**src/sv/sdd_pkg.sv**
```systemverilog
// shared types, constants and a packing helper for the solenoid drop-detect controller
package sdd_pkg;

   // default number of valid readings averaged during calibration
   localparam int CALIB_SAMPLES_DEF = 3;

   localparam int MM_W    = 16;
   localparam int OP_W    = 2;
   localparam int PHASE_W = 2;
   localparam int OUTC_W  = 2;
   localparam int CSR_IDX_W = 3;
   localparam int REQ_DATA_W = 24;
   localparam int RSP_DATA_W = 24;

   // item kinds
   localparam logic [OP_W-1:0] OP_TICK = 2'd0;
   localparam logic [OP_W-1:0] OP_READ = 2'd1;
   localparam logic [OP_W-1:0] OP_TRIG = 2'd2;

   // phases
   localparam logic [PHASE_W-1:0] MODE_IDLE  = 2'd0;
   localparam logic [PHASE_W-1:0] MODE_CALIB = 2'd1;
   localparam logic [PHASE_W-1:0] MODE_WATCH = 2'd2;
   localparam logic [PHASE_W-1:0] MODE_WAIT  = 2'd3;

   // outcomes
   localparam logic [OUTC_W-1:0] OUTC_NONE      = 2'd0;
   localparam logic [OUTC_W-1:0] OUTC_CAL_TO    = 2'd1;
   localparam logic [OUTC_W-1:0] OUTC_DROP      = 2'd2;
   localparam logic [OUTC_W-1:0] OUTC_REL_TO    = 2'd3;

   // register indexes
   localparam logic [CSR_IDX_W-1:0] REG_THRESHOLD = 3'd0;
   localparam logic [CSR_IDX_W-1:0] REG_MAX_VALID = 3'd1;
   localparam logic [CSR_IDX_W-1:0] REG_FALLBACK  = 3'd2;
   localparam logic [CSR_IDX_W-1:0] REG_CAL_TO    = 3'd3;
   localparam logic [CSR_IDX_W-1:0] REG_REL_TO    = 3'd4;

   // register reset values
   localparam logic [MM_W-1:0] THRESHOLD_RST = 16'd30;
   localparam logic [MM_W-1:0] MAX_VALID_RST = 16'd2000;
   localparam logic [MM_W-1:0] FALLBACK_RST  = 16'd150;
   localparam logic [MM_W-1:0] CAL_TO_RST    = 16'd1000;
   localparam logic [MM_W-1:0] REL_TO_RST    = 16'd5000;

   // divider status towards the sequencer
   typedef struct packed {
      logic busy;
      logic done;
   } div_status_type;

   // rsp tdata: solenoid_on, led_on, phase, outcome, baseline_mm, zero fill
   function automatic logic [RSP_DATA_W-1:0] pack_rsp(input logic [PHASE_W-1:0] phase,
                                                      input logic [OUTC_W-1:0] outcome,
                                                      input logic [MM_W-1:0] baseline);
      logic on;
      on = (phase == MODE_CALIB) || (phase == MODE_WATCH);
      return {2'b00, baseline, outcome, phase, on, on};
   endfunction

endpackage

```
**src/sv/sdd_div.sv**
```systemverilog
// shared restoring divider, one quotient bit per cycle
module sdd_div #(
   parameter int DW = 18,
   parameter int VW = 2
) (
   input  logic                  clock,
   input  logic                  reset,
   input  logic                  start,
   input  logic [DW-1:0]         dividend,
   input  logic [VW-1:0]         divisor,
   output logic [DW-1:0]         quotient,
   output sdd_pkg::div_status_type status
);

   localparam int ITW = $clog2(DW);

   logic [VW-1:0]  rem_ff, rem_in;
   logic [DW-1:0]  quo_ff, quo_in;
   logic [VW-1:0]  div_ff, div_in;
   logic [ITW-1:0] it_ff, it_in;
   logic           busy_ff, busy_in;
   logic           done_ff, done_in;

   logic [VW:0]    shifted;
   logic [VW:0]    diff;
   logic           ge;

   assign shifted = {rem_ff, quo_ff[DW-1]};
   assign diff    = shifted - {1'b0, div_ff};
   assign ge      = shifted >= {1'b0, div_ff};

   always_comb begin
      rem_in  = rem_ff;
      quo_in  = quo_ff;
      div_in  = div_ff;
      it_in   = it_ff;
      busy_in = busy_ff;
      done_in = 1'b0;
      if (start) begin
         rem_in  = '0;
         quo_in  = dividend;
         div_in  = divisor;
         it_in   = ITW'(DW - 1);
         busy_in = 1'b1;
      end else if (busy_ff) begin
         rem_in = ge ? diff[VW-1:0] : shifted[VW-1:0];
         quo_in = {quo_ff[DW-2:0], ge};
         it_in  = it_ff - 1'b1;
         if (it_ff == '0) begin
            busy_in = 1'b0;
            done_in = 1'b1;
         end
      end
   end

   always_ff @(posedge clock) begin
      if (reset) begin
         busy_ff <= 1'b0;
         done_ff <= 1'b0;
      end else begin
         busy_ff <= busy_in;
         done_ff <= done_in;
      end
      rem_ff <= rem_in;
      quo_ff <= quo_in;
      div_ff <= div_in;
      it_ff  <= it_in;
   end

   assign quotient    = quo_ff;
   assign status.busy = busy_ff;
   assign status.done = done_ff;

endmodule

```
**src/sv/solenoid_drop_detect_controller.sv**
```systemverilog
// top level: drop-detect sequencer, control registers and response register
//
// channel | direction | handshake           | payload
// req     | in        | req_tvalid/tready   | tuser op, tdata distance_mm, trigger_active
// rsp     | out       | rsp_tvalid/tready   | tdata solenoid_on .. baseline_mm
// csr     | in        | csr_valid/ready     | csr_index, csr_data
//
// most items are answered at once: the response is registered on the edge that accepts the item.
// an item that ends calibration with an average passes through S_DIV and S_WAIT while the shared
// divider produces one quotient bit per cycle; the response is registered when the divider is done.
// req_tready is low while the divider runs and while a response waits that is not being taken.
// reset is synchronous; csr writes are always taken.
module solenoid_drop_detect_controller #(
   parameter int CALIB_SAMPLES = sdd_pkg::CALIB_SAMPLES_DEF
) (
   input  logic                              clock,
   input  logic                              reset,
   input  logic                              req_tvalid,
   output logic                              req_tready,
   // [15:0] distance_mm, [16] trigger_active, [23:17] zero
   input  logic [sdd_pkg::REQ_DATA_W-1:0]    req_tdata,
   // [1:0] op
   input  logic [sdd_pkg::OP_W-1:0]          req_tuser,
   output logic                              rsp_tvalid,
   input  logic                              rsp_tready,
   // [0] solenoid_on, [1] led_on, [3:2] phase, [5:4] outcome, [21:6] baseline_mm,
   // [23:22] zero
   output logic [sdd_pkg::RSP_DATA_W-1:0]    rsp_tdata,
   input  logic                              csr_valid,
   output logic                              csr_ready,
   input  logic [sdd_pkg::CSR_IDX_W-1:0]     csr_index,
   input  logic [sdd_pkg::MM_W-1:0]          csr_data
);

   localparam int MW    = sdd_pkg::MM_W;
   localparam int CNT_W = $clog2(CALIB_SAMPLES + 1);
   localparam int SUM_W = MW + CNT_W;

   // sequencer states
   localparam logic [1:0] S_READY = 2'd0;
   localparam logic [1:0] S_DIV   = 2'd1;
   localparam logic [1:0] S_WAIT  = 2'd2;

   logic [1:0]                     st_ff, st_in;
   logic [sdd_pkg::PHASE_W-1:0]    mode_ff, mode_in;
   logic [SUM_W-1:0]               sum_ff, sum_in;
   logic [CNT_W-1:0]               cnt_ff, cnt_in;
   logic [MW-1:0]                  elapsed_ff, elapsed_in;
   logic [MW-1:0]                  baseline_ff, baseline_in;
   logic [sdd_pkg::OUTC_W-1:0]     outc_ff, outc_in;
   logic                           rsp_valid_ff, rsp_valid_in;
   logic [sdd_pkg::RSP_DATA_W-1:0] rsp_data_ff, rsp_data_in;

   logic [MW-1:0] thr_ff, maxv_ff, fb_ff, calto_ff, relto_ff;

   logic [sdd_pkg::OP_W-1:0] op;
   logic [MW-1:0]            dist_mm;
   logic                     trig;
   logic                     accept;
   logic                     start_div;
   logic [SUM_W-1:0]         div_dividend;
   logic [CNT_W-1:0]         div_divisor;
   logic [SUM_W-1:0]         quotient;
   sdd_pkg::div_status_type  div_status;
   logic [SUM_W-1:0]         sum_add;
   logic [CNT_W-1:0]         cnt_add;
   logic [MW-1:0]            el_tick;

   assign op      = req_tuser;
   assign dist_mm = req_tdata[MW-1:0];
   assign trig    = req_tdata[MW];
   assign req_tready = (st_ff == S_READY) && (!rsp_valid_ff || rsp_tready);
   assign accept = req_tvalid && req_tready;

   assign sum_add = sum_ff + SUM_W'(dist_mm);
   assign cnt_add = cnt_ff + 1'b1;
   assign el_tick = (elapsed_ff == {MW{1'b1}}) ? elapsed_ff : elapsed_ff + 1'b1;

   sdd_div #(.DW(SUM_W), .VW(CNT_W)) u_div (
      .clock    (clock),
      .reset    (reset),
      .start    (start_div),
      .dividend (div_dividend),
      .divisor  (div_divisor),
      .quotient (quotient),
      .status   (div_status)
   );

   always_comb begin
      st_in        = st_ff;
      mode_in      = mode_ff;
      sum_in       = sum_ff;
      cnt_in       = cnt_ff;
      elapsed_in   = elapsed_ff;
      baseline_in  = baseline_ff;
      outc_in      = outc_ff;
      rsp_valid_in = rsp_valid_ff && !rsp_tready;
      rsp_data_in  = rsp_data_ff;
      start_div    = 1'b0;
      div_dividend = sum_ff;
      div_divisor  = cnt_ff;

      case (st_ff)
         S_READY: begin
            if (accept) begin
               outc_in = sdd_pkg::OUTC_NONE;
               case (mode_ff)
                  sdd_pkg::MODE_IDLE: begin
                     if (op == sdd_pkg::OP_TRIG && trig) begin
                        mode_in    = sdd_pkg::MODE_CALIB;
                        sum_in     = '0;
                        cnt_in     = '0;
                        elapsed_in = '0;
                     end
                  end
                  sdd_pkg::MODE_CALIB: begin
                     if (op == sdd_pkg::OP_READ) begin
                        if (dist_mm != '0 && dist_mm < maxv_ff) begin
                           sum_in = sum_add;
                           cnt_in = cnt_add;
                           if (cnt_add >= CNT_W'(CALIB_SAMPLES)) begin
                              start_div    = 1'b1;
                              div_dividend = sum_add;
                              div_divisor  = cnt_add;
                              mode_in      = sdd_pkg::MODE_WATCH;
                              elapsed_in   = '0;
                           end
                        end
                     end else if (op == sdd_pkg::OP_TICK) begin
                        elapsed_in = el_tick;
                        if (el_tick > calto_ff) begin
                           outc_in    = sdd_pkg::OUTC_CAL_TO;
                           mode_in    = sdd_pkg::MODE_WATCH;
                           elapsed_in = '0;
                           if (cnt_ff != '0) begin
                              start_div = 1'b1;
                           end else begin
                              baseline_in = fb_ff;
                           end
                        end
                     end
                  end
                  sdd_pkg::MODE_WATCH: begin
                     if (op == sdd_pkg::OP_READ) begin
                        if (dist_mm != '0 && baseline_ff > thr_ff &&
                            dist_mm < baseline_ff - thr_ff) begin
                           mode_in = sdd_pkg::MODE_WAIT;
                           outc_in = sdd_pkg::OUTC_DROP;
                        end
                     end else if (op == sdd_pkg::OP_TICK) begin
                        elapsed_in = el_tick;
                        if (el_tick >= relto_ff) begin
                           mode_in = sdd_pkg::MODE_WAIT;
                           outc_in = sdd_pkg::OUTC_REL_TO;
                        end
                     end
                  end
                  default: begin
                     if (op == sdd_pkg::OP_TRIG && !trig) begin
                        mode_in = sdd_pkg::MODE_IDLE;
                     end
                  end
               endcase
               if (start_div) begin
                  st_in = S_DIV;
               end else begin
                  rsp_valid_in = 1'b1;
                  rsp_data_in  = sdd_pkg::pack_rsp(mode_in, outc_in, baseline_in);
               end
            end
         end
         S_DIV: begin
            // divider was launched on the accepting edge
            st_in = S_WAIT;
         end
         S_WAIT: begin
            if (div_status.done) begin
               baseline_in  = quotient[MW-1:0];
               rsp_valid_in = 1'b1;
               rsp_data_in  = sdd_pkg::pack_rsp(mode_ff, outc_ff, quotient[MW-1:0]);
               st_in        = S_READY;
            end
         end
         default: begin
            st_in = S_READY;
         end
      endcase
   end

   assign csr_ready = 1'b1;

   always_ff @(posedge clock) begin
      if (reset) begin
         st_ff        <= S_READY;
         mode_ff      <= sdd_pkg::MODE_IDLE;
         sum_ff       <= '0;
         cnt_ff       <= '0;
         elapsed_ff   <= '0;
         baseline_ff  <= '0;
         rsp_valid_ff <= 1'b0;
         thr_ff       <= sdd_pkg::THRESHOLD_RST;
         maxv_ff      <= sdd_pkg::MAX_VALID_RST;
         fb_ff        <= sdd_pkg::FALLBACK_RST;
         calto_ff     <= sdd_pkg::CAL_TO_RST;
         relto_ff     <= sdd_pkg::REL_TO_RST;
      end else begin
         st_ff        <= st_in;
         mode_ff      <= mode_in;
         sum_ff       <= sum_in;
         cnt_ff       <= cnt_in;
         elapsed_ff   <= elapsed_in;
         baseline_ff  <= baseline_in;
         rsp_valid_ff <= rsp_valid_in;
         if (csr_valid && csr_ready) begin
            case (csr_index)
               sdd_pkg::REG_THRESHOLD: thr_ff   <= csr_data;
               sdd_pkg::REG_MAX_VALID: maxv_ff  <= csr_data;
               sdd_pkg::REG_FALLBACK:  fb_ff    <= csr_data;
               sdd_pkg::REG_CAL_TO:    calto_ff <= csr_data;
               sdd_pkg::REG_REL_TO:    relto_ff <= csr_data;
               default: begin
               end
            endcase
         end
      end
      outc_ff     <= outc_in;
      rsp_data_ff <= rsp_data_in;
   end

   assign rsp_tvalid = rsp_valid_ff;
   assign rsp_tdata  = rsp_data_ff;

endmodule

```
**config.mk**
```make
export PLATFORM = sky130hd
export DESIGN_NAME = solenoid_drop_detect_controller
export DESIGN_NICKNAME = d
export VERILOG_FILES = /design/src/sv/sdd_pkg.sv /design/src/sv/sdd_div.sv /design/src/sv/solenoid_drop_detect_controller.sv
export SDC_FILE = /design/constraint.sdc
export NUM_CORES = 1
export LEC_CHECK = 0
export ABC_AREA = 1
export BUFFER_PORTS_ARGS = -buffer_cell sky130_fd_sc_hd__buf_2
export CAP_MARGIN = 25
export CORE_AREA = 3 3 163 165
export CTS_BUF_LIST = sky130_fd_sc_hd__clkbuf_2
export DETAILED_ROUTE_END_ITERATION = 7
export DIE_AREA = 0 0 166 168
export GPL_ROUTABILITY_DRIVEN = 0
export GPL_TIMING_DRIVEN = 0
export SYNTH_ARGS = -nofsm -noshare
export SYNTH_HDL_FRONTEND = slang
export SYNTH_SLANG_ARGS = --single-unit
export TNS_END_PERCENT = 20
```
**constraint.sdc**
```tcl
create_clock -name clock -period 4.85 [get_ports clock]
set_input_delay 0.97 -clock clock [delete_from_list [all_inputs] [get_ports clock]]
set_output_delay 0.97 -clock clock [all_outputs]
set_load 0.01 [all_outputs]
```
== Word level (Yosys, flattened, before mapping) ==
Cells that the tools add are included.

* Bits in registers: 192
* Input bits: 50
* Output and inout bits: 27
* Logic and storage cells: 186

* Add/subtract/negate cells: 6
* Magnitude comparators: 7
* Equality and inequality tests: 25
* Muxes and demuxes: 90
* Bitwise gates (word level): 1
* Reductions and logical operators: 37

{| class="wikitable"
|+ Operators with widths
! operator !! count
|-
| 16-bit two-way mux || 16
|-
| 18-bit two-way mux || 11
|-
| 24-bit two-way mux || 3
|-
| 2-bit two-way mux || 30
|-
| 16-bit one-hot mux with 3 select lines || 1
|-
| 24-bit one-hot mux with 2 select lines || 1
|-
| 18-bit one-hot mux with 2 select lines || 1
|-
| 16-bit > comparator || 2
|-
| 16-bit < comparator || 2
|-
| 16-bit one-hot mux with 2 select lines || 1
|-
| 1-bit two-way mux || 21
|-
| 18-bit by 16-bit adder with 18-bit output || 1
|-
| 16-bit by 1-bit adder with 16-bit output (second input constant) || 1
|-
| 16-bit equality test (second input constant) || 1
|-
| 16-bit greater-or-equal comparator || 1
|-
| 16-bit nonzero test || 1
|-
| 16-bit subtractor || 1
|-
| 2-bit inequality test (second input constant) || 7
|-
| 2-bit one-hot mux with 3 select lines || 2
|-
| 2-bit AND reduction || 6
|-
| 3-bit inequality test (second input constant) || 3
|-
| 9-bit AND reduction || 1
|-
| 2-bit by 1-bit equality test with 1-bit output (second input constant) || 4
|-
| 2-bit equality test (second input constant) || 4
|-
| 24 further kinds || 44
|}

== Longest topological paths before layout ==
* Depth after elaboration: 14
* Mapped depth: 28

== By module ==
Synthesis repeated with hierarchy kept, for this count alone.

* Cells, all modules: 1576
* Area, all modules: 11736.3 um2

{| class="wikitable"
|+ By module, submodules not included
! module !! times used !! cells an instance !! area an instance (um2)
|-
| solenoid_drop_detect_controller || 1 || 1430 || 10417.5
|-
| sdd_div || 1 || 146 || 1318.8
|}

== Least setup slack after synthesis ==
Ideal clock, no wire load.

* Kind: reg2reg
* Start point: register elapsed_ff[0]
* End point: register rsp_data_ff, in the netlist rsp_tdata[10], enable pin
* Data arrival time: 3.273 ns
* Required time: 4.471 ns
* Setup slack: 1.198 ns
* Stages on the path, launching flop included: 22
* Path buffers: 0
* Clock period less this slack: 3.652 ns
* Path through: dfxtp_1 ha_1 nand2_1 nor3_1 nand2_1 nor2_1 inv_2 nor2_4 inv_2 nand4_1 xor2_1 ha_1 a21oi_1 nor2_1 nor2_1 nand2_1 nand2_1 nand2_1 nand3_1 inv_1 a32oi_1 o21a_1

* Word-level cells in the longest chain between the ends: 11

{| class="wikitable"
|+ RTL lines
! element !! RTL line !! source
|-
| start, declared || solenoid_drop_detect_controller.sv:48 || <nowiki>logic [MW-1:0] elapsed_ff, elapsed_in;</nowiki>
|-
| start signal, assigned || solenoid_drop_detect_controller.sv:211 || <nowiki>elapsed_ff <= elapsed_in;</nowiki>
|-
| 16-bit by 1-bit adder with 16-bit output / 16-bit equality test (equally long branches) || solenoid_drop_detect_controller.sv:77 || <nowiki>assign el_tick = (elapsed_ff == {MW{1'b1}}) ? elapsed_ff : elapsed_ff + 1'b1;</nowiki>
|-
| 16-bit two-way mux (*) || solenoid_drop_detect_controller.sv:77 ||
|-
| 16-bit > comparator (*) || solenoid_drop_detect_controller.sv:131 || <nowiki>if (el_tick > calto_ff) begin</nowiki>
|-
| 1-bit two-way mux (*) || solenoid_drop_detect_controller.sv:131 ||
|-
| 1-bit two-way mux (*) || solenoid_drop_detect_controller.sv:129 || <nowiki>end else if (op == sdd_pkg::OP_TICK) begin</nowiki>
|-
| 1-bit two-way mux (*) || solenoid_drop_detect_controller.sv:117 || <nowiki>if (op == sdd_pkg::OP_READ) begin</nowiki>
|-
| 1-bit two-way mux (*) || solenoid_drop_detect_controller.sv:107 || <nowiki>case (mode_ff)</nowiki>
|-
| 1-bit two-way mux (*) || solenoid_drop_detect_controller.sv:105 || <nowiki>if (accept) begin</nowiki>
|-
| 1-bit two-way mux (*) || solenoid_drop_detect_controller.sv:103 || <nowiki>case (st_ff)</nowiki>
|-
| 2-bit inequality test (no source line) (*) || -- ||
|-
| 4-bit AND reduction (no source line) (*) || -- ||
|-
| end signal, assigned || solenoid_drop_detect_controller.sv:227 || <nowiki>rsp_data_ff <= rsp_data_in;</nowiki>
|-
| end, declared || solenoid_drop_detect_controller.sv:52 || <nowiki>logic [sdd_pkg::RSP_DATA_W-1:0] rsp_data_ff, rsp_data_in;</nowiki>
|}

Mark *: on every way between the ends. The rest lies on a longest branch, timed or not. The select of a mux whose other input is x is not followed.
A chain may end at the register's enable or synchronous reset.

== Worst setup path after layout ==
* Start point: register elapsed_ff[0]
* End point: register rsp_data_ff, in the netlist rsp_tdata[7] (data pin)

* Word-level cells in the longest chain between the ends: 10

{| class="wikitable"
|+ RTL lines
! element !! RTL line !! source
|-
| 16-bit by 1-bit adder with 16-bit output / 16-bit equality test (equally long branches) || solenoid_drop_detect_controller.sv:77 ||
|-
| 16-bit two-way mux (*) || solenoid_drop_detect_controller.sv:77 ||
|-
| 16-bit > comparator (*) || solenoid_drop_detect_controller.sv:131 ||
|-
| 16-bit two-way mux (*) || solenoid_drop_detect_controller.sv:131 ||
|-
| 16-bit two-way mux (*) || solenoid_drop_detect_controller.sv:129 ||
|-
| 16-bit two-way mux (*) || solenoid_drop_detect_controller.sv:117 ||
|-
| 16-bit two-way mux (*) || solenoid_drop_detect_controller.sv:107 ||
|-
| 24-bit two-way mux (*) || solenoid_drop_detect_controller.sv:164 || <nowiki>if (start_div) begin</nowiki>
|-
| 24-bit two-way mux (*) || solenoid_drop_detect_controller.sv:105 ||
|-
| 24-bit one-hot mux with 2 select lines (*) || solenoid_drop_detect_controller.sv:103 ||
|}

Marks and branches as above.

==> metrics.md <==
| Metric | Value |
|---|---|
| Status | completed |
| Total routed wirelength | 33.3 mm |
| Final hold violation count | 0 |
| Htree depth | 4 |
| Worst Path Required | 5.40 ns |
| Worst setup SP type | flip-flop |
| Max Clock Skew | 0.0564 ns |
| Mean Syn Cell Area | 7.49 um2 |
| Placed cell area | 12100 um2 |
| RSZ-0062 raised after global routing | yes |
| Commonest non-fill, non-tap cell in the layout | nand2_1 |
| Clock Power Share | 0.275 |
| Slew Limit Fails | 0 |
| Fillers | 2548 |
| Clock Latency Late Sink | 0.80 ns |
| #FFs+latches synth | 189 |
| Clock root cell | clkbuf_2 |
| Leading cell types in the layout, fill and taps excluded | nand2_1 (272), inv_1 (201), a21oi_1 (173), o21ai_0 (165), dfxtp_1 (146) |
| Switching power of the nets | 1.05 mW |
| Synthesized area | 11300 um2 |
| Share of post-route cells with drive strength above 1 | 0.0906 |
| Ys flop type | dfxtp_1 |
| Yosys warnings | 0 |
| PortBufs | 65 |
| Max cap viols | 0 |
| EDFF count, synth | 43 |
| Tot Pwr | 3.13 mW |
| DRC viols | 0 |
| Netlist cell types | 49 |
| Iteration-0 DRC Markers | 909 |
| Number of global-route vias before repair | 9394 |
| Final instance area | 12400 um2 |
| Global-route wire length before repair | 51.4 mm |
| Crit. End Element | flip-flop |
| DR pass1 iterations | 8 |
| VDD IR max | 119 uV |
| Sw Share | 0.334 |
| Minimum clock period | 4.54 ns |
| Post-synth ARST share | 0 |
| Relative slew slack | 0.470 |
| CTS tree | yes |
| Starting density of the core | 0.450 |
| Layout area overhead | 9.15% |
| Final ANT Viol Nets | 0 |
| Largest net degree at the start of global routing | 22 |
| Total GRT Usage | 0.234 |
| CP Max Fanout | 10 |
| Fin crit share | 0.935 |
| Int Power | 2.09 mW |
| Worst-case clock buffer depth | 2 |
| Clock slew at reported path FFs | 0.33 ns |
| WS Path Type | flip-flop to flip-flop |
| Fin util | 0.491 |
| Die ar. | 27900 um2 |
| Wire per inst | 17.2 um |
| Via/cell ratio | 5.32 |
| Fmax | 220 MHz |
| Site Rows | 58 |
| Post-route setup TNS | 0 ns |
| Die Span Y | 168 um |
| Pleak | 5.62 nW |
| Register area share after synthesis | 0.372 |
| CTS sink count | 189 |
| Grt ovf | 0 |
| Synthesized netlist cell count | 1513 |
| Pwr Density | 253 nW/um2 |
| Hold buffers post-CTS | 0 |
| Vias | 10300 |
| Worst-margin pin slew | 0.795 ns |
| Die width | 166 um |
| Setup bufs post-CTS | 0 |
| Core Region | 25200 um2 |
| TritonCTS Buffers | 17 |
| Sequential power share | 0.542 |
| Worst Hold Class | input pin to flip-flop |
| Initial antenna violation count | 1 |
| DP HPWL | 26.4 mm |
| Crit path arrival time | 5.08 ns |
| Power share of the combinational group | 0.183 |
| Final Net Count | 1754 |
| Final setup vio count | 0 |
| # IOs | 77 |
==> critical path, cell delays in order, from the launching register on <==
cell and delay (ns):
dfxtp_1 0.48, ha_1 0.25, nand2_1 0.07, nor3_1 0.28, nand2_1 0.13, nor2_1 0.13
inv_2 0.08, nor2_4 0.17, or2_2 0.15, xor2_1 0.36, ha_1 0.21, nand2_1 0.07
nor2_1 0.21, nand2_1 0.09, nand2_1 0.08, nand2_1 0.07, nand2_1 0.13, nand3_1 0.11
inv_1 0.14, nand3_1 0.20, clkbuf_1 0.28, o21ai_1 0.35, o21ai_0 0.23
==> layout make-up <==
type / instances / area (um2) / area share
Antenna cell: 2 / 5.00 / 0.000404
Clock inverter: 15 / 173 / 0.0140
Sequential cell: 189 / 4210 / 0.341
Clock buffer: 17 / 85.1 / 0.00688
Inverter: 208 / 786 / 0.0635
Timing Repair Buffer: 65 / 325 / 0.0263
Buffer: 55 / 245 / 0.0198
Tap cell: 330 / 413 / 0.0334
Multi-Input combinational cell: 1062 / 6130 / 0.495
==> path summary, 6_finish.rpt <==
kind                 start           end  slack [ns]  cells past startpoint
min reg2reg     thr_ff[14]    thr_ff[14]        0.48                      2
max          elapsed_ff[0]  rsp_tdata[7]        0.31                     22
max reg2reg  elapsed_ff[0]  rsp_tdata[7]        0.31                     22
min             req_tvalid    rsp_tvalid        0.41                      3
==> per-stage QoR <==
step | hold WS (ns) | setup WS [ns] | std cells
final | 0.411 | 0.313 | 1943
after global routing | 0.347 | -0.0214 | 1943
after CTS | 0.361 | 0.159 | 1941
after detailed placement | 0.448 | -0.00896 | 1909
after global placement | 0.443 | 0.114 | 1909
after floorplan | 0.424 | 1.20 | 1514
==> synth_stat cells, drive strengths merged (14+ instances only) <==
library cell | count | area share
nand2 | 277 | 0.093
inv | 207 | 0.069
o21ai | 178 | 0.079
a21oi | 173 | 0.076
dfxtp | 146 | 0.26
nor2 | 110 | 0.038
ha | 104 | 0.11
nand3 | 50 | 0.023
edfxtp | 43 | 0.11
clkbuf | 41 | 0.014
o211ai | 31 | 0.021
xor2 | 29 | 0.022
nor3 | 27 | 0.013
buf | 14 | 0.0081
nand4 | 14 | 0.0077
==> repair_timing <==
item,in CTS,in global routing
endpoints found under the setup margin,30,72
gates cloned,0,0
resized for setup,2,16
hold endpoints to repair,0,0
pin swaps,0,0
==> sequential cells by signal, summed over array words and instances (netlist names), 5 cells and up <==
name and cells:
u_div.it_ff 5, calto_ff 16, maxv_ff 16, u_div.quotient 18, sum_ff 18, rsp_tdata 21
fb_ff 16, baseline_ff 16, relto_ff 16, elapsed_ff 16, thr_ff 16
==> per-layer routing <==
layer,part of all wire,GRT usage,vias up
met5,0,0,-
met4,0.017,0.0575,0
met3,0.059,0.0345,35
met2,0.46,0.393,292
met1,0.46,0.320,4777
li1,-,-,5225
==> logic make-up (layout without fill, tap and decap cells) <==
kind of cell | after synthesis | count (layout) | synth area share
AND/OR/NAND/NOR | 501 | 501 | 0.190
AO/OA/AOI/OAI | 414 | 414 | 0.199
buffers and inverters | 263 | 360 | 0.0909
flip-flops | 189 | 189 | 0.372
adder cells (fa/ha/maj) | 106 | 106 | 0.118
XOR/XNOR | 38 | 38 | 0.0294
other | 2 | 5 | 0.000662
==> power groups by stage <==
stage,registers (mW),logic [mW],clock network (mW)
after floorplan,1.72,0.375,0
after global placement,1.73,0.557,0
after detailed placement,1.73,0.565,0
after CTS,1.70,0.569,0.875
after global routing,1.71,0.646,0.943
final,1.70,0.574,0.862
Note: power is estimated with default switching activity, not from simulation.
